File: config.mk
export PLATFORM = sky130hd
export DESIGN_NAME = um_to_arm64_instruction_translator_top
export DESIGN_NICKNAME = d
export VERILOG_FILES = /design/src/design/umarm_pkg.sv /design/src/design/umarm_front.sv /design/src/design/umarm_queue.sv /design/src/design/umarm_back.sv /design/src/design/um_to_arm64_instruction_translator_top.sv
export SDC_FILE = /design/constraint.sdc
export NUM_CORES = 1
export LEC_CHECK = 0
export BUFFER_PORTS_ARGS = -buffer_cell sky130_fd_sc_hd__buf_4
export CORE_MARGIN = 4
export CORE_UTILIZATION = 40
export CTS_CLUSTER_DIAMETER = 100
export DETAILED_ROUTE_END_ITERATION = 8
export HOLD_SLACK_MARGIN = 0.05
export PLACE_DENSITY = 0.59
export SLEW_MARGIN = 20
export SYNTH_ARGS = -nofsm -noshare
export SYNTH_HDL_FRONTEND = slang
export SYNTH_SLANG_ARGS = --single-unit
export TNS_END_PERCENT = 10
File: constraint.sdc
create_clock -name clk -period 8.55 [get_ports clk]
set_input_delay 0.4275 -clock clk [delete_from_list [all_inputs] [get_ports clk]]
set_output_delay 0.4275 -clock clk [all_outputs]
set_load 0.02 [all_outputs]
File: src/design/umarm_pkg.sv
// Shared types, opcodes and encoding constants for the UM to AArch64 translator.
// No dependencies; every design file imports this package.
package umarm_pkg;

    localparam int CHUNK_WORDS     = 5;
    localparam int IDX_W           = 3;
    localparam int QUEUE_DEPTH_DEF = 2;
    localparam int APB_ADDR_W      = 5;

    localparam logic [IDX_W-1:0] LAST_IDX = IDX_W'(CHUNK_WORDS - 1);

    // Register indexes on the configuration port
    localparam logic [2:0] REG_BASE_REG      = 3'd0;
    localparam logic [2:0] REG_CALL_CODE_REG = 3'd1;
    localparam logic [2:0] REG_CODE_OUTPUT   = 3'd2;
    localparam logic [2:0] REG_CODE_INPUT    = 3'd3;
    localparam logic [2:0] REG_CODE_UNMAP    = 3'd4;

    typedef enum logic [3:0] {
        OP_CMOV     = 4'd0,
        OP_LOAD     = 4'd1,
        OP_STORE    = 4'd2,
        OP_ADD      = 4'd3,
        OP_MUL      = 4'd4,
        OP_DIV      = 4'd5,
        OP_NAND     = 4'd6,
        OP_HALT     = 4'd7,
        OP_MAP      = 4'd8,
        OP_FREE_SEG = 4'd9,
        OP_OUTPUT   = 4'd10,
        OP_INPUT    = 4'd11,
        OP_LOADPROG = 4'd12,
        OP_LOADVAL  = 4'd13,
        OP_BAD0     = 4'd14,
        OP_BAD1     = 4'd15
    } op_t;

    localparam logic [31:0] NOP_WORD    = 32'hD503201F;
    localparam logic [31:0] MOVZ_BASE   = 32'h52800000;
    localparam logic [31:0] MOVK_BASE   = 32'h72A00000;
    localparam logic [31:0] CMP_BASE    = 32'h7100001F;
    localparam logic [31:0] CSEL_BASE   = 32'h1A800000;
    localparam logic [31:0] LDR_SEG     = 32'hF8605B89;
    localparam logic [31:0] LDR_W_BASE  = 32'hB8605920;
    localparam logic [31:0] STR_W_BASE  = 32'hB8205920;
    localparam logic [31:0] ADD_BASE    = 32'h0B000000;
    localparam logic [31:0] MUL_BASE    = 32'h1B007C00;
    localparam logic [31:0] UDIV_BASE   = 32'h1AC00800;
    localparam logic [31:0] AND_BASE    = 32'h0A000009;
    localparam logic [31:0] MVN_BASE    = 32'h2A2903E0;
    localparam logic [31:0] MOV_X27_0   = 32'hD280001B;
    localparam logic [31:0] RET_WORD    = 32'hD65F03C0;
    localparam logic [31:0] MOV_W_BASE  = 32'h2A0003E0;
    localparam logic [31:0] MOV_W10     = 32'h2A0003EA;
    localparam logic [31:0] PUSH_LR     = 32'hF81F0FFE;
    localparam logic [31:0] POP_LR      = 32'hF84107FE;
    localparam logic [31:0] BLR_X12     = 32'hD63F0180;
    localparam logic [31:0] BLR_X15     = 32'hD63F01E0;
    localparam logic [31:0] BR_X15      = 32'hD61F01E0;
    localparam logic [31:0] ADR_X13     = 32'h1000004D;
    localparam logic [31:0] CBNZ_BASE   = 32'h35000040;

    typedef struct packed {
        logic [4:0]  base_reg;
        logic [4:0]  call_code_reg;
        logic [15:0] code_output;
        logic [15:0] code_input;
        logic [15:0] code_unmap;
    } cfg_t;

    // One classified UM word with its registers already mapped
    typedef struct packed {
        op_t         op;
        logic [4:0]  ra;
        logic [4:0]  rb;
        logic [4:0]  rc;
        logic [24:0] val;
    } dec_t;

    function automatic logic [31:0] movz_code(input logic [15:0] code, input logic [4:0] rd);
        return MOVZ_BASE | {11'd0, code, rd};
    endfunction

    // Word k of the chunk for one decoded instruction
    function automatic logic [31:0] chunk_word(input dec_t d, input logic [IDX_W-1:0] k,
                                               input cfg_t cfg);
        logic [31:0] w0, w1, w2, w3, w4;
        logic [31:0] ra, rb, rc;
        logic [31:0] res;
        ra = {27'd0, d.ra};
        rb = {27'd0, d.rb};
        rc = {27'd0, d.rc};
        w0 = 32'd0;
        w1 = 32'd0;
        w2 = NOP_WORD;
        w3 = NOP_WORD;
        w4 = NOP_WORD;
        case (d.op)
            OP_CMOV:
            begin
                w0 = CMP_BASE | (rc << 5);
                w1 = CSEL_BASE | ra | (rb << 5) | (ra << 16) | 32'h1000;
            end
            OP_LOAD:
            begin
                w0 = LDR_SEG | (rb << 16);
                w1 = LDR_W_BASE | (rc << 16) | ra;
            end
            OP_STORE:
            begin
                w0 = LDR_SEG | (ra << 16);
                w1 = STR_W_BASE | (rb << 16) | rc;
            end
            OP_ADD:
            begin
                w0 = ADD_BASE | ra | (rb << 5) | (rc << 16);
                w1 = NOP_WORD;
            end
            OP_MUL:
            begin
                w0 = MUL_BASE | ra | (rb << 5) | (rc << 16);
                w1 = NOP_WORD;
            end
            OP_DIV:
            begin
                w0 = UDIV_BASE | ra | (rb << 5) | (rc << 16);
                w1 = NOP_WORD;
            end
            OP_NAND:
            begin
                w0 = AND_BASE | (rb << 5) | (rc << 16);
                w1 = MVN_BASE | ra;
            end
            OP_HALT:
            begin
                w0 = MOV_X27_0;
                w1 = RET_WORD;
                w2 = 32'd0;
                w3 = 32'd0;
                w4 = 32'd0;
            end
            OP_MAP:
            begin
                w0 = MOV_W_BASE | (rc << 16);
                w1 = PUSH_LR;
                w2 = BLR_X12;
                w3 = POP_LR;
                w4 = MOV_W_BASE | rb;
            end
            OP_FREE_SEG:
            begin
                w0 = MOV_W_BASE | (rc << 16);
                w1 = movz_code(cfg.code_unmap, cfg.call_code_reg);
                w2 = PUSH_LR;
                w3 = BLR_X15;
                w4 = POP_LR;
            end
            OP_OUTPUT:
            begin
                w0 = MOV_W_BASE | (rc << 16);
                w1 = movz_code(cfg.code_output, cfg.call_code_reg);
                w2 = ADR_X13;
                w3 = BR_X15;
            end
            OP_INPUT:
            begin
                w0 = movz_code(cfg.code_input, cfg.call_code_reg);
                w1 = ADR_X13;
                w2 = BR_X15;
                w3 = MOV_W_BASE | rc;
            end
            OP_LOADPROG:
            begin
                w0 = MOV_W10 | (rc << 16);
                w1 = CBNZ_BASE | rb;
                w2 = RET_WORD;
                w3 = MOV_W_BASE | (rb << 16);
                w4 = BR_X15;
            end
            OP_LOADVAL:
            begin
                w0 = MOVZ_BASE | {11'd0, d.val[15:0], d.ra};
                w1 = MOVK_BASE | {18'd0, d.val[24:16], d.ra};
            end
            default:
            begin
                w2 = 32'd0;
                w3 = 32'd0;
                w4 = 32'd0;
            end
        endcase
        case (k)
            3'd0:    res = w0;
            3'd1:    res = w1;
            3'd2:    res = w2;
            3'd3:    res = w3;
            3'd4:    res = w4;
            default: res = 32'd0;
        endcase
        return res;
    endfunction

endpackage

File: src/design/umarm_front.sv
// Front end: accepts UM words, classifies the opcode and maps registers.
// Depends on umarm_pkg; feeds umarm_queue.
module umarm_front
    import umarm_pkg::*;
(
    input  logic        clk,
    input  logic        rst_n,
    input  logic        in_valid,
    output logic        in_ready,
    input  logic [31:0] in_word,
    input  logic [4:0]  base_reg,
    output logic        push,
    output dec_t        push_data,
    input  logic        queue_ready
);

    logic valid_reg;
    logic valid_next;
    dec_t dec_reg;
    dec_t dec_next;
    op_t  op_in;

    assign op_in     = op_t'(in_word[31:28]);
    assign in_ready  = !valid_reg || queue_ready;
    assign push      = valid_reg && queue_ready;
    assign push_data = dec_reg;

    always_comb
    begin
        dec_next.op  = op_in;
        // Load-immediate keeps its target register in the top bits
        if (op_in == OP_LOADVAL)
            dec_next.ra = base_reg + {2'd0, in_word[27:25]};
        else
            dec_next.ra = base_reg + {2'd0, in_word[8:6]};
        dec_next.rb  = base_reg + {2'd0, in_word[5:3]};
        dec_next.rc  = base_reg + {2'd0, in_word[2:0]};
        dec_next.val = in_word[24:0];
        if (in_valid && in_ready)
            valid_next = 1'b1;
        else if (push)
            valid_next = 1'b0;
        else
            valid_next = valid_reg;
    end

    always_ff @(posedge clk or negedge rst_n)
    begin
        if (!rst_n)
            valid_reg <= 1'b0;
        else
            valid_reg <= valid_next;
    end

    always_ff @(posedge clk)
    begin
        if (in_valid && in_ready)
            dec_reg <= dec_next;
    end

endmodule

File: src/design/umarm_queue.sv
// Short queue of decoded instructions between front and back end.
// Depends on umarm_pkg for the entry type.
module umarm_queue
    import umarm_pkg::*;
#(
    parameter int DEPTH = QUEUE_DEPTH_DEF
)
(
    input  logic clk,
    input  logic rst_n,
    input  logic push,
    input  dec_t push_data,
    output logic push_ready,
    input  logic pop,
    output logic pop_valid,
    output dec_t pop_data
);

    localparam int PTR_W = (DEPTH > 1) ? $clog2(DEPTH) : 1;
    localparam int CNT_W = $clog2(DEPTH + 1);

    dec_t             mem [DEPTH];
    logic [PTR_W-1:0] wr_ptr_reg;
    logic [PTR_W-1:0] wr_ptr_next;
    logic [PTR_W-1:0] rd_ptr_reg;
    logic [PTR_W-1:0] rd_ptr_next;
    logic [CNT_W-1:0] count_reg;
    logic [CNT_W-1:0] count_next;
    logic             do_push;
    logic             do_pop;

    assign push_ready = count_reg != CNT_W'(DEPTH);
    assign pop_valid  = count_reg != '0;
    assign pop_data   = mem[rd_ptr_reg];
    assign do_push    = push && push_ready;
    assign do_pop     = pop && pop_valid;

    always_comb
    begin
        wr_ptr_next = wr_ptr_reg;
        rd_ptr_next = rd_ptr_reg;
        count_next  = count_reg;
        if (do_push)
            wr_ptr_next = (wr_ptr_reg == PTR_W'(DEPTH - 1)) ? '0 : wr_ptr_reg + 1'b1;
        if (do_pop)
            rd_ptr_next = (rd_ptr_reg == PTR_W'(DEPTH - 1)) ? '0 : rd_ptr_reg + 1'b1;
        if (do_push && !do_pop)
            count_next = count_reg + 1'b1;
        else if (do_pop && !do_push)
            count_next = count_reg - 1'b1;
    end

    always_ff @(posedge clk or negedge rst_n)
    begin
        if (!rst_n)
        begin
            wr_ptr_reg <= '0;
            rd_ptr_reg <= '0;
            count_reg  <= '0;
        end
        else
        begin
            wr_ptr_reg <= wr_ptr_next;
            rd_ptr_reg <= rd_ptr_next;
            count_reg  <= count_next;
        end
    end

    always_ff @(posedge clk)
    begin
        if (do_push)
            mem[wr_ptr_reg] <= push_data;
    end

endmodule

File: src/design/umarm_back.sv
// Back end: expands the queue head into its five-word chunk, one word a cycle unless the output is stalled.
// Depends on umarm_pkg for the encoder function and types.
module umarm_back
    import umarm_pkg::*;
(
    input  logic             clk,
    input  logic             rst_n,
    input  logic             head_valid,
    input  dec_t             head,
    output logic             pop,
    input  cfg_t             cfg,
    output logic             out_valid,
    input  logic             out_ready,
    output logic [31:0]      out_word,
    output logic [IDX_W-1:0] out_index,
    output logic             out_last
);

    logic             valid_reg;
    logic             valid_next;
    logic [31:0]      word_reg;
    logic [IDX_W-1:0] index_reg;
    logic             last_reg;
    logic [IDX_W-1:0] cnt_reg;
    logic [IDX_W-1:0] cnt_next;
    logic             load;
    logic             emit;

    // Output register is free when empty or being drained this cycle
    assign load = !valid_reg || out_ready;
    assign emit = load && head_valid;
    assign pop  = emit && (cnt_reg == LAST_IDX);

    assign out_valid = valid_reg;
    assign out_word  = word_reg;
    assign out_index = index_reg;
    assign out_last  = last_reg;

    always_comb
    begin
        cnt_next   = cnt_reg;
        valid_next = valid_reg;
        if (load)
            valid_next = head_valid;
        if (emit)
            cnt_next = (cnt_reg == LAST_IDX) ? '0 : cnt_reg + 1'b1;
    end

    always_ff @(posedge clk or negedge rst_n)
    begin
        if (!rst_n)
        begin
            valid_reg <= 1'b0;
            cnt_reg   <= '0;
        end
        else
        begin
            valid_reg <= valid_next;
            cnt_reg   <= cnt_next;
        end
    end

    always_ff @(posedge clk)
    begin
        if (emit)
        begin
            word_reg  <= chunk_word(head, cnt_reg, cfg);
            index_reg <= cnt_reg;
            last_reg  <= (cnt_reg == LAST_IDX);
        end
    end

endmodule

File: src/design/um_to_arm64_instruction_translator_top.sv
// Top level of the UM to AArch64 translator: APB registers, front, queue, back.
// Depends on umarm_pkg, umarm_front, umarm_queue and umarm_back.
//
// Each UM word accepted on s_axis yields five AArch64 words on m_axis, the fifth
// with tlast set. The output channel moves one word a cycle while m_axis_tready is
// high, so under steady flow the five-word emission in the back end sets the rate
// at which UM words are taken. An accepted word passes the front register, then
// a queue entry, then the output register before it appears at m_axis. The queue
// of QUEUE_DEPTH decoded words lets input keep flowing while output is stalled.
// The user writes registers over APB only while no chunk is in flight; not enforced.
module um_to_arm64_instruction_translator_top
    import umarm_pkg::*;
#(
    parameter int QUEUE_DEPTH = QUEUE_DEPTH_DEF
)
(
    input  logic                  clk,
    input  logic                  rst_n,
    input  logic                  s_axis_tvalid,
    output logic                  s_axis_tready,
    input  logic [31:0]           s_axis_tdata,   // [31:0] um_word
    output logic                  m_axis_tvalid,
    input  logic                  m_axis_tready,
    output logic [39:0]           m_axis_tdata,   // [31:0] arm_word, [34:32] word_index
    output logic                  m_axis_tlast,
    input  logic                  psel,
    input  logic                  penable,
    input  logic                  pwrite,
    input  logic [APB_ADDR_W-1:0] paddr,
    input  logic [31:0]           pwdata,
    output logic [31:0]           prdata,
    output logic                  pready
);

    cfg_t             cfg_reg;
    logic             cfg_wr;
    logic [2:0]       reg_sel;
    logic             push;
    dec_t             push_data;
    logic             queue_ready;
    logic             pop;
    logic             head_valid;
    dec_t             head;
    logic [31:0]      out_word;
    logic [IDX_W-1:0] out_index;

    assign pready  = 1'b1;
    assign reg_sel = paddr[4:2];
    assign cfg_wr  = psel && penable && pwrite && pready;

    always_ff @(posedge clk or negedge rst_n)
    begin
        if (!rst_n)
        begin
            cfg_reg.base_reg      <= 5'd19;
            cfg_reg.call_code_reg <= 5'd1;
            cfg_reg.code_output   <= 16'd0;
            cfg_reg.code_input    <= 16'd1;
            cfg_reg.code_unmap    <= 16'd2;
        end
        else if (cfg_wr)
        begin
            case (reg_sel)
                REG_BASE_REG:      cfg_reg.base_reg      <= pwdata[4:0];
                REG_CALL_CODE_REG: cfg_reg.call_code_reg <= pwdata[4:0];
                REG_CODE_OUTPUT:   cfg_reg.code_output   <= pwdata[15:0];
                REG_CODE_INPUT:    cfg_reg.code_input    <= pwdata[15:0];
                REG_CODE_UNMAP:    cfg_reg.code_unmap    <= pwdata[15:0];
                default:           ;
            endcase
        end
    end

    always_comb
    begin
        case (reg_sel)
            REG_BASE_REG:      prdata = {27'd0, cfg_reg.base_reg};
            REG_CALL_CODE_REG: prdata = {27'd0, cfg_reg.call_code_reg};
            REG_CODE_OUTPUT:   prdata = {16'd0, cfg_reg.code_output};
            REG_CODE_INPUT:    prdata = {16'd0, cfg_reg.code_input};
            REG_CODE_UNMAP:    prdata = {16'd0, cfg_reg.code_unmap};
            default:           prdata = 32'd0;
        endcase
    end

    umarm_front u_front (
        .clk         (clk),
        .rst_n       (rst_n),
        .in_valid    (s_axis_tvalid),
        .in_ready    (s_axis_tready),
        .in_word     (s_axis_tdata),
        .base_reg    (cfg_reg.base_reg),
        .push        (push),
        .push_data   (push_data),
        .queue_ready (queue_ready)
    );

    umarm_queue #(
        .DEPTH (QUEUE_DEPTH)
    ) u_queue (
        .clk        (clk),
        .rst_n      (rst_n),
        .push       (push),
        .push_data  (push_data),
        .push_ready (queue_ready),
        .pop        (pop),
        .pop_valid  (head_valid),
        .pop_data   (head)
    );

    umarm_back u_back (
        .clk        (clk),
        .rst_n      (rst_n),
        .head_valid (head_valid),
        .head       (head),
        .pop        (pop),
        .cfg        (cfg_reg),
        .out_valid  (m_axis_tvalid),
        .out_ready  (m_axis_tready),
        .out_word   (out_word),
        .out_index  (out_index),
        .out_last   (m_axis_tlast)
    );

    assign m_axis_tdata = {5'd0, out_index, out_word};

endmodule

==> results of run 1 <==
==> power groups by stage <==
| stage | combinational (mW) | clock, mW | sequential, mW |
|---|---|---|---|
| 2_1_floorplan | 1.42 | 0 | 1.94 |
| 3_3_place_gp | 2.33 | 0 | 1.89 |
| 3_5_place_dp | 2.32 | 0 | 1.90 |
| 4_1_cts | 2.33 | 1.11 | 1.88 |
| 5_1_grt | 2.50 | 1.16 | 1.92 |
| 6_report | 2.37 | 1.09 | 1.88 |
==> final cells by class <==
type                       count  area [sq um]
clock buffer                  35           683
clock inverter                10           143
fill                        2725         15600
inverter                      16          60.1
multi-input combinational    697          5020
sequential                   235          6730
tap                          390           488
timing repair buffer         149          1160
==> layer usage <==
layer  wire [um]  vias up  global-route usage [%]
li1            -     4060                       -
met2       17300      407                    34.7
met1       16800     4556                    31.5
met5          13        -                       0
met4        1500        2                    7.72
met3        3140       95                    4.76
==> final timing paths <==
kind,endpoint,cells past startpoint
min in group asynchronous,u_queue.wr_ptr_reg$_DFFE_PN0P_,2
max reg2reg,u_back.out_word[2]$_DFFE_PP_,9
min,u_front.push_data[10]$_DFFE_PP_,1
max in group asynchronous,cfg_reg[20]$_DFFE_PN0P_,2
min reg2reg,u_queue.mem[0][19]$_DFFE_PP_,0
max,u_back.out_word[2]$_DFFE_PP_,9
==> per-stage QoR <==
step / area (sq um) / hold slack (ns)
2_1_floorplan: 12300 / 0.132
3_3_place_gp: 13300 / 0.423
3_5_place_dp: 13300 / 0.431
4_1_cts: 14300 / 0.0510
5_1_grt: 14300 / 0.0503
6_report: 14300 / 0.0678
==> kinds of logic after synthesis <==
logic type | share of synthesized area (%)
AOI/OAI and AO/OA | 16.4
xor gates and xnor gates | 1.15
adders and majority gates | 2.03
buffers and inverters | 4.86
DFF | 55.1
muxes | 11.5
other | 0.0615
and+or+nand+nor | 8.96
==> placed cells by master, fill, tap and decap left out, types with 8 or more instances in the layout <==
cell,synthesis,layout
mux2_2,76,76
nor2_1,60,57
dlygate4sd3_1,0,15
ha_1,15,15
nand3_1,18,18
o31ai_1,10,10
a21oi_1,58,57
nor2b_1,10,10
edfxtp_1,168,168
o22ai_1,28,27
o211ai_1,10,10
mux2i_1,52,51
o21ai_0,76,76
dfrtp_1,61,60
a22oi_1,17,17
buf_4,24,134
o221ai_1,9,9
a221oi_1,10,10
clkbuf_1,28,8
nand2_1,57,57
inv_1,16,16
xnor2_1,13,13
clkbuf_16,0,25
nand2b_1,10,10
nand4_1,10,10
conb_1,2,22
==> run summary, run 1 <==
Core Area: 29900 sq um
Fraction of layout cells with a size suffix above 1: 25.0%
Via density: 5.95
Hold-fix buffers, CTS: 15
Cts repair resizes: 0
Sequential-to-total area share from yosys stat: 55.1%
Internal Power: 3.12 mW
CTS Sinks: 235
Number of buffer cells added on primary ports: 111
Synth area leaders: edfxtp_1, dfrtp_1, mux2_2
RSZ-0062 raised after global routing: no
Antenna diode count: 0
Peak VDD IR: 0.146 mV
Clock Latency Late Sink: 0.54 ns
Cell count after synthesis: 1018
Comb pwr share: 44.3%
Clock power frac: 20.4%
Sw Ratio: 41.6%
Number of global-route vias before repair: 8986
Net count, final: 1218
Asr flop ratio synth: 28.5%
CTS tree: yes
Max H-tree Level: 1
Post-Syn Area: 12200 sq um
Max Slew Vio Count: 0
# setup viols final: 0
Top cell type by total area after synthesis: edfxtp_1
Clock transition at path regs: 0.06 ns
CP arrival: 4.20 ns
PD cells: 374 nW/um^2
Distinct cells, synth: 87
Grt total ovfl: 0
Non-Filler Instances: 1532
Post-synth EDFFs: 168
Die W: 183 um
Startpoint Class: register
Die height: 183 um
Setup WS pre-CTS: 4.81 ns
Gp weighted congestion: 0.964
Routed length per instance: 25.3 um
Final hold violation count: 0
Post-synth top area share: 41.3%
Post-DP HPWL: 26.9 mm
Critical path class: reg2reg
Post-synth top flop: edfxtp_1
DR pass1 iterations: 5
Postcts setup bufs: 0
Crit-path cells: buf_4 > mux2_2 > buf_4 > nor2_2 > buf_4 > nand2_1 > a31oi_1 > a221oi_1 > o211ai_1
Cell mode on critical path: buf_4
Max Fclk: 259 MHz
Final worst-path cycle share: 45.2%
First-pass GRT wire length: 57.0 mm
Syn-to-layout area delta: 16.9%
DRC errors left: 0
Inst Count DP: 1472
Origin of the critical flop-to-flop path: u_queue.rd_ptr_reg$_DFFE_PN0P_
Num rows: 63
Setup ws final: 4.68 ns
Top cell family by delay on the critical path: buffers and inverters
Setup Skew: 0.0146 ns
Max FFs per register: 88
Syn Area/Cell: 12.0 sq um
Setup crit start: u_queue.rd_ptr_reg$_DFFE_PN0P_
Hold path startpoint: s_axis_tdata[10]
Seq cells post-synth: 235
Sequential power share: 35.3%
Clock Tree Buf Depth: 3
Setup TNS: 0 ns
DRT Wirelength: 38.8 mm
Outcome: finished, final reports clean
Max_cap viols: 0
Leak: 5.53 nW
Crit path largest cell delay: 0.55 ns
Slowest CP cell: a31oi_1
Starting Density: 40.9%
Util after Layout: 47.8%
CTS Root Cell: clkbuf_16
Initial antenna violation count: 1
Reg2reg setup slack: 4.68 ns
Min Clock Period, post-route: 3.87 ns
Die Area: 33400 sq um
DRT iter0 DRCs: 985
Buffers and inverters on the worst path: 3
I/O Pins: 152
Crit path required time: 8.89 ns
Vias: 9120
Psw: 2.22 mW
CTS buffer count: 25
Worst slew pin tran: 1.02 ns
Total chip power: 5.34 mW
Max-slew headroom: 32.1%
Post-route ant nets: 0
Nature of the critical path endpoint: register
Crit Path Max Fanout: 50
Hold WC Path Type: in2reg
Total Routing Usage GR: 22.4%
Yosys warns: 0
Commonest cells post-synth: edfxtp_1, mux2_2, o21ai_0, dfrtp_1, nor2_1
Largest net degree at the start of global routing: 68
Top-count cell post-synth: edfxtp_1
No activity file was read; power rests on OpenSTA's default activity.
==> run 2, diff against run 1 <==
clock period = 4.05 ns   (was 8.55 ns; I/O delays follow)
==> run 2 against run 1 <==
  * Maximum frequency increased by 10%
  * Sequential power increased by 110%
  * Setup slack got worse by 4.1 ns
  * Clock-buffer cell count increased by 3
  * Combinational power increased by 120%
  * Critical path depth decreased by 1
  * Via count increased by 2.8%
  * Cell count increased by 3.5%
  * Final area increased by 3.1%
  * Wire length increased by 4.0%
  * Critical path type unchanged
  * Critical endpoint unchanged
  * Largest cell class unchanged
==> run summary, run 2 (synthesis results as in run 1) <==
Crit Path Max Fanout: 22
Vias: 9377
Fraction of layout cells with a size suffix above 1: 25.4%
Cell mode on critical path: buf_4
Non-Filler Instances: 1586
DRC errors left: 0
Nature of the critical path endpoint: register
Reg2reg setup slack: 0.54 ns
Initial antenna violation count: 0
Util after Layout: 49.3%
Grt total ovfl: 0
Max-slew headroom: 26.1%
Psw: 4.78 mW
I/O Pins: 152
Post-route ant nets: 0
Largest net degree at the start of global routing: 68
PD cells: 771 nW/um^2
Total chip power: 11.4 mW
CTS buffer count: 25
Hold endpoint: u_front.push_data[35]$_DFFE_PP_
Num rows: 63
Worst Hold Depth: 3
DRT Wirelength: 40.3 mm
Max FFs per register: 88
First-pass GRT wire length: 59.9 mm
Crit-path cells: mux2_2 > nor2_1 > buf_4 > a22oi_1 > buf_4 > nand2_1 > a2111oi_0 > o211ai_1
Clock Tree Buf Depth: 3
Setup ws final: 0.542 ns
Max H-tree Level: 1
Syn-to-layout area delta: 20.5%
Total Routing Usage GR: 23.6%
Post-DP HPWL: 28.8 mm
CTS Root Cell: clkbuf_16
Critical path class: reg2reg
Most frequent cells in the layout: edfxtp_1, buf_4, mux2_2, o21ai_0, dfrtp_1
Crit path required time: 4.30 ns
Max Fclk: 285 MHz
Commonest non-fill, non-tap cell in the layout: edfxtp_1
Crit path largest cell delay: 0.89 ns
CTS tree: yes
Outcome: finished, final reports clean
Sequential power share: 35.4%
Slowest CP cell: a2111oi_0
Origin of the critical flop-to-flop path: u_queue.rd_ptr_reg$_DFFE_PN0P_
Min Clock Period, post-route: 3.51 ns
Clock power frac: 19.1%
Comb pwr share: 45.5%
# setup viols final: 0
Routed length per instance: 25.4 um
Max_cap viols: 0
Setup TNS: 0 ns
Postcts setup bufs: 0
Gp weighted congestion: 0.987
Antenna diode count: 0
Final hold violation count: 0
Hold WC Path Type: in2reg
DRT iter0 DRCs: 961
R2R depth: 8
Core Area: 29900 sq um
Inst Count DP: 1492
Die W: 183 um
Top cell family by delay on the critical path: compound AO/OA/AOI/OAI gates
Starting Density: 40.9%
Final worst-path cycle share: 86.6%
Via density: 5.91
Clock Latency Late Sink: 0.55 ns
Hold path startpoint: s_axis_tdata[25]
Number of global-route vias before repair: 9272
Peak VDD IR: 0.405 mV
Number of buffer cells added on primary ports: 111
Leak: 5.75 nW
Die Area: 33400 sq um
CTS Sinks: 235
Max Slew Vio Count: 0
Startpoint Class: register
Worst slew pin tran: 1.11 ns
Sw Ratio: 42.1%
Net count, final: 1271
Clock transition at path regs: 0.06 ns
Setup Skew: 0.0133 ns
Die height: 183 um
Stages on worst setup path: 8
Setup WS pre-CTS: 0.728 ns
Buffers and inverters on the worst path: 2
DR pass1 iterations: 6
RSZ-0062 raised after global routing: no
Internal Power: 6.57 mW
CP arrival: 3.76 ns
Reg2reg end: u_back.out_word[2]$_DFFE_PP_
## run 2: cell count changes in the layout (fill, tap and decap cells not counted), sizes merged
cell,previous run,this run
clkinvlp,2,1
inv,17,18
dlygate4sd3,15,48
bufinv,3,0
clkbuf,35,38
buf,134,154
clkinv,4,5
## run 2: what timing repair did
item | CTS | global route
hold buffers | 48 | 0
endpoints found under the hold margin | 152 | 0
resized for setup | 0 | 0
## run 2: worst min-delay path: stages
cell,delay (ns)
buf_4,0.07
mux2_2,0.13
ha_1,0.11
## run 2: per-stage QoR
stage | instance area, sq um | hold slack [ns]
after floorplan | 12300 | -0.0931
after global placement | 13400 | 0.355
after detailed placement | 13500 | 0.363
after CTS | 14700 | 0.0701
after global routing | 14700 | 0.0852
final | 14700 | 0.0822
## run 2: cell type report
type	instances	area, sq um
Fill cell	2652	15200
Sequential cell	235	6730
Multi-Input combinational cell	697	5020
Timing Repair Buffer	202	1640
Clock buffer	38	724
Tap cell	390	488
Clock inverter	8	62.6
Inverter	16	60.1
## run 2: how the worst max path moves through the flow
| stage | startpoint | endpoint | slack (ns) |
|---|---|---|---|
| finish | u_queue.rd_ptr_reg$_DFFE_PN0P_ | u_back.out_word[2]$_DFFE_PP_ | 0.54 |
| global route | u_queue.rd_ptr_reg$_DFFE_PN0P_ | u_back.out_word[2]$_DFFE_PP_ | 0.54 |
| CTS | u_queue.rd_ptr_reg$_DFFE_PN0P_ | u_back.out_word[2]$_DFFE_PP_ | 0.72 |
| detailed placement | u_queue.rd_ptr_reg$_DFFE_PN0P_ | u_back.out_word[2]$_DFFE_PP_ | 0.73 |
| global placement | u_queue.rd_ptr_reg$_DFFE_PN0P_ | u_back.out_word[2]$_DFFE_PP_ | 0.66 |
| floorplan | u_queue.count_reg[0]$_DFFE_PN0P_ | u_queue.mem[0][0]$_DFFE_PP_ | 1.12 |
## run 2: layer usage
layer | vias up | wire [um] | global-route usage, %
met5 | - | 0 | 0
met2 | 457 | 18500 | 37.2
met1 | 4655 | 17400 | 33.9
li1 | 4182 | - | -
met4 | 0 | 1310 | 6.62
met3 | 83 | 3180 | 3.93
## run 2: power groups by stage
stage | Clock [mW] | Sequential [mW] | Combinational, mW
CTS | 2.22 | 4.03 | 5.05
global route | 2.33 | 4.10 | 5.43
finish | 2.17 | 4.02 | 5.16
detailed placement | 0 | 4.07 | 4.99
floorplan | 0 | 4.09 | 3.00
global placement | 0 | 4.04 | 5.02
==> run 3, diff against run 2 <==
ABC_AREA = 1   (was unset)
GPL_ROUTABILITY_DRIVEN = 0   (was unset)
==> run 3 against run 2 <==
  * Clock power is 2% higher
  * Sequential share of layout area is 0.87 points higher
  * Register-to-register slack better by 0.41 ns
  * Clock skew is 0.0053 ns higher
  * Combinational power is 1% lower
  * Non-clock buffer count is 33 lower
  * Total power is 0.96% lower
  * Clock-buffer cell count is 10 lower
  * Largest cell class unchanged
  * Largest power group unchanged
==> run summary, run 3 <==
Outcome: finished, final reports clean
Vias: 9834
Commonest non-fill, non-tap cell in the layout: nand2_1
Nature of the critical path endpoint: register
DRC errors left: 0
RSZ-0062 raised after global routing: no
Top cell type by total area after synthesis: edfxtp_1
Synth area leaders: edfxtp_1, nand2_1, dfrtp_1
Sequential-to-total area share from yosys stat: 55.7%
CTS Root Cell: clkbuf_16
CP arrival: 3.47 ns
Post-synth top flop: edfxtp_1
Worst slew pin tran: 1.09 ns
Clock Latency Late Sink: 0.55 ns
Die height: 182 um
DRT Wirelength: 35.8 mm
Largest net degree at the start of global routing: 68
Seq cells post-synth: 235
Post-Syn Area: 12100 sq um
Crit Path Max Fanout: 33
I/O Pins: 152
Post-synth EDFFs: 168
Core Area: 29700 sq um
Starting Density: 40.7%
Cts repair resizes: 0
Post-route ant nets: 0
First-pass GRT wire length: 54.4 mm
Num rows: 63
Die Area: 33100 sq um
Grt total ovfl: 0
Yosys warns: 0
Distinct cells, synth: 50
Peak VDD IR: 0.372 mV
Cell count after synthesis: 1317
Net count, final: 1561
PD cells: 779 nW/um^2
Die W: 182 um
# setup viols final: 0
Leak: 6.44 nW
Total Routing Usage GR: 21.2%
Crit path required time: 4.43 ns
Syn-to-layout area delta: 19.5%
DRT iter0 DRCs: 1178
Critical path class: reg2reg
Most frequent cells in the layout: nand2_1, edfxtp_1, o21ai_0, buf_4, inv_1
CTS tree: yes
Initial antenna violation count: 0
Setup TNS: 0 ns
Max FFs per register: 88
Fraction of layout cells with a size suffix above 1: 16.6%
Number of buffer cells added on primary ports: 111
Hold-fix buffers, CTS: 48
Max_cap viols: 0
Startpoint Class: register
Hold WC Path Type: in2reg
Commonest cells post-synth: nand2_1, edfxtp_1, o21ai_0, inv_1, nor2_1
Routed length per instance: 19.1 um
Number of global-route vias before repair: 9363
Via density: 5.24
Antenna diode count: 0
Asr flop ratio synth: 28.5%
Post-synth top area share: 41.7%
Clock Tree Buf Depth: 3
Min Clock Period, post-route: 3.10 ns
Final worst-path cycle share: 76.5%
CTS Sinks: 235
Final hold violation count: 0
DR pass1 iterations: 8
Max H-tree Level: 1
Syn Area/Cell: 9.18 sq um
Max Slew Vio Count: 0
Reg2reg setup slack: 0.95 ns
Total chip power: 11.2 mW
CTS buffer count: 25
Clock transition at path regs: 0.06 ns
Top-count cell post-synth: nand2_1
Max-slew headroom: 26.8%
Setup Skew: 0.0186 ns
Post-DP HPWL: 25.3 mm
Postcts setup bufs: 0
Max Fclk: 323 MHz
## run 3: cell families (layout without fill, tap and decap cells)
family / Yosys count / after routing / share of synthesized area [%]
AND/OR/NAND/NOR: 663 / 663 / 24.6
flip-flops: 235 / 235 / 55.7
AO/OA/AOI/OAI: 208 / 208 / 9.59
buffers and inverters: 176 / 325 / 6.84
adder cells (fa/ha/maj): 18 / 18 / 2.05
XOR/XNOR: 12 / 12 / 0.870
multiplexers: 3 / 3 / 0.280
other: 2 / 22 / 0.0621
## run 3: where the power goes
part / internal (mW) / switching (mW) / total, mW
clock network: 1.24 / 0.974 / 2.21
logic: 1.41 / 3.68 / 5.09
registers: 3.61 / 0.324 / 3.94
total: 6.27 / 4.98 / 11.2
## run 3: cell type report
type / count / area [sq um]
multi-input cells: 926 / 4630
flip-flops and latches: 235 / 6730
fillers: 2808 / 15300
clock inverters: 18 / 136
well taps: 390 / 488
inverters: 110 / 414
clock buffers: 28 / 657
repair buffers: 169 / 1390
## run 3: critical path, stage by stage, from the launching register on
cell     delay, ns
dfrtp_1       0.49
inv_2         0.20
buf_4         0.42
nand2_2       0.12
nand2_4       0.16
nand2_4       0.16
nor2_2        0.73
nand2_1       0.10
nand2_1       0.14
nor2_1        0.06
nand3_1       0.06
nand2_1       0.06
nand3_1       0.19
## run 3: stage by stage
stage,area (sq um),hold WS [ns],util (%),worst slack (ns),std cells
after floorplan,12200,-0.0931,-,0.351,1337
after global placement,13200,0.381,44.3,1.14,1782
after detailed placement,13200,0.382,44.3,1.06,1782
after CTS,14400,0.0899,48.6,1.03,1876
after global routing,14400,0.111,48.6,0.826,1876
final,14400,0.102,48.6,0.954,1876
## run 3: worst paths after layout
kind	startpoint	endpoint	cells after the start
worst max register to register	u_queue.rd_ptr_reg$_DFFE_PN0P_	u_back.out_word[8]$_DFFE_PP_	12
worst max-delay path	u_queue.rd_ptr_reg$_DFFE_PN0P_	u_back.out_word[8]$_DFFE_PP_	12
worst min-delay path	s_axis_tdata[25]	u_front.push_data[35]$_DFFE_PP_	3
max in group asynchronous	rst_n	cfg_reg[19]$_DFFE_PN0P_	2
worst min register to register	u_front.push_data[10]$_DFFE_PP_	u_queue.mem[1][10]$_DFFE_PP_	0
min in group asynchronous	rst_n	u_back.out_valid$_DFFE_PN0N_	2
## run 3: layer usage
layer  track usage (%)  wire [um]  share of wire, %  vias up
met5                 0          0                 0        -
met4              6.69       1430               4.0        0
met3              4.03       3470               9.7      101
met2              33.5      16200                45      528
met1              29.6      14700                41     4546
li1                  -          -                 -     4659
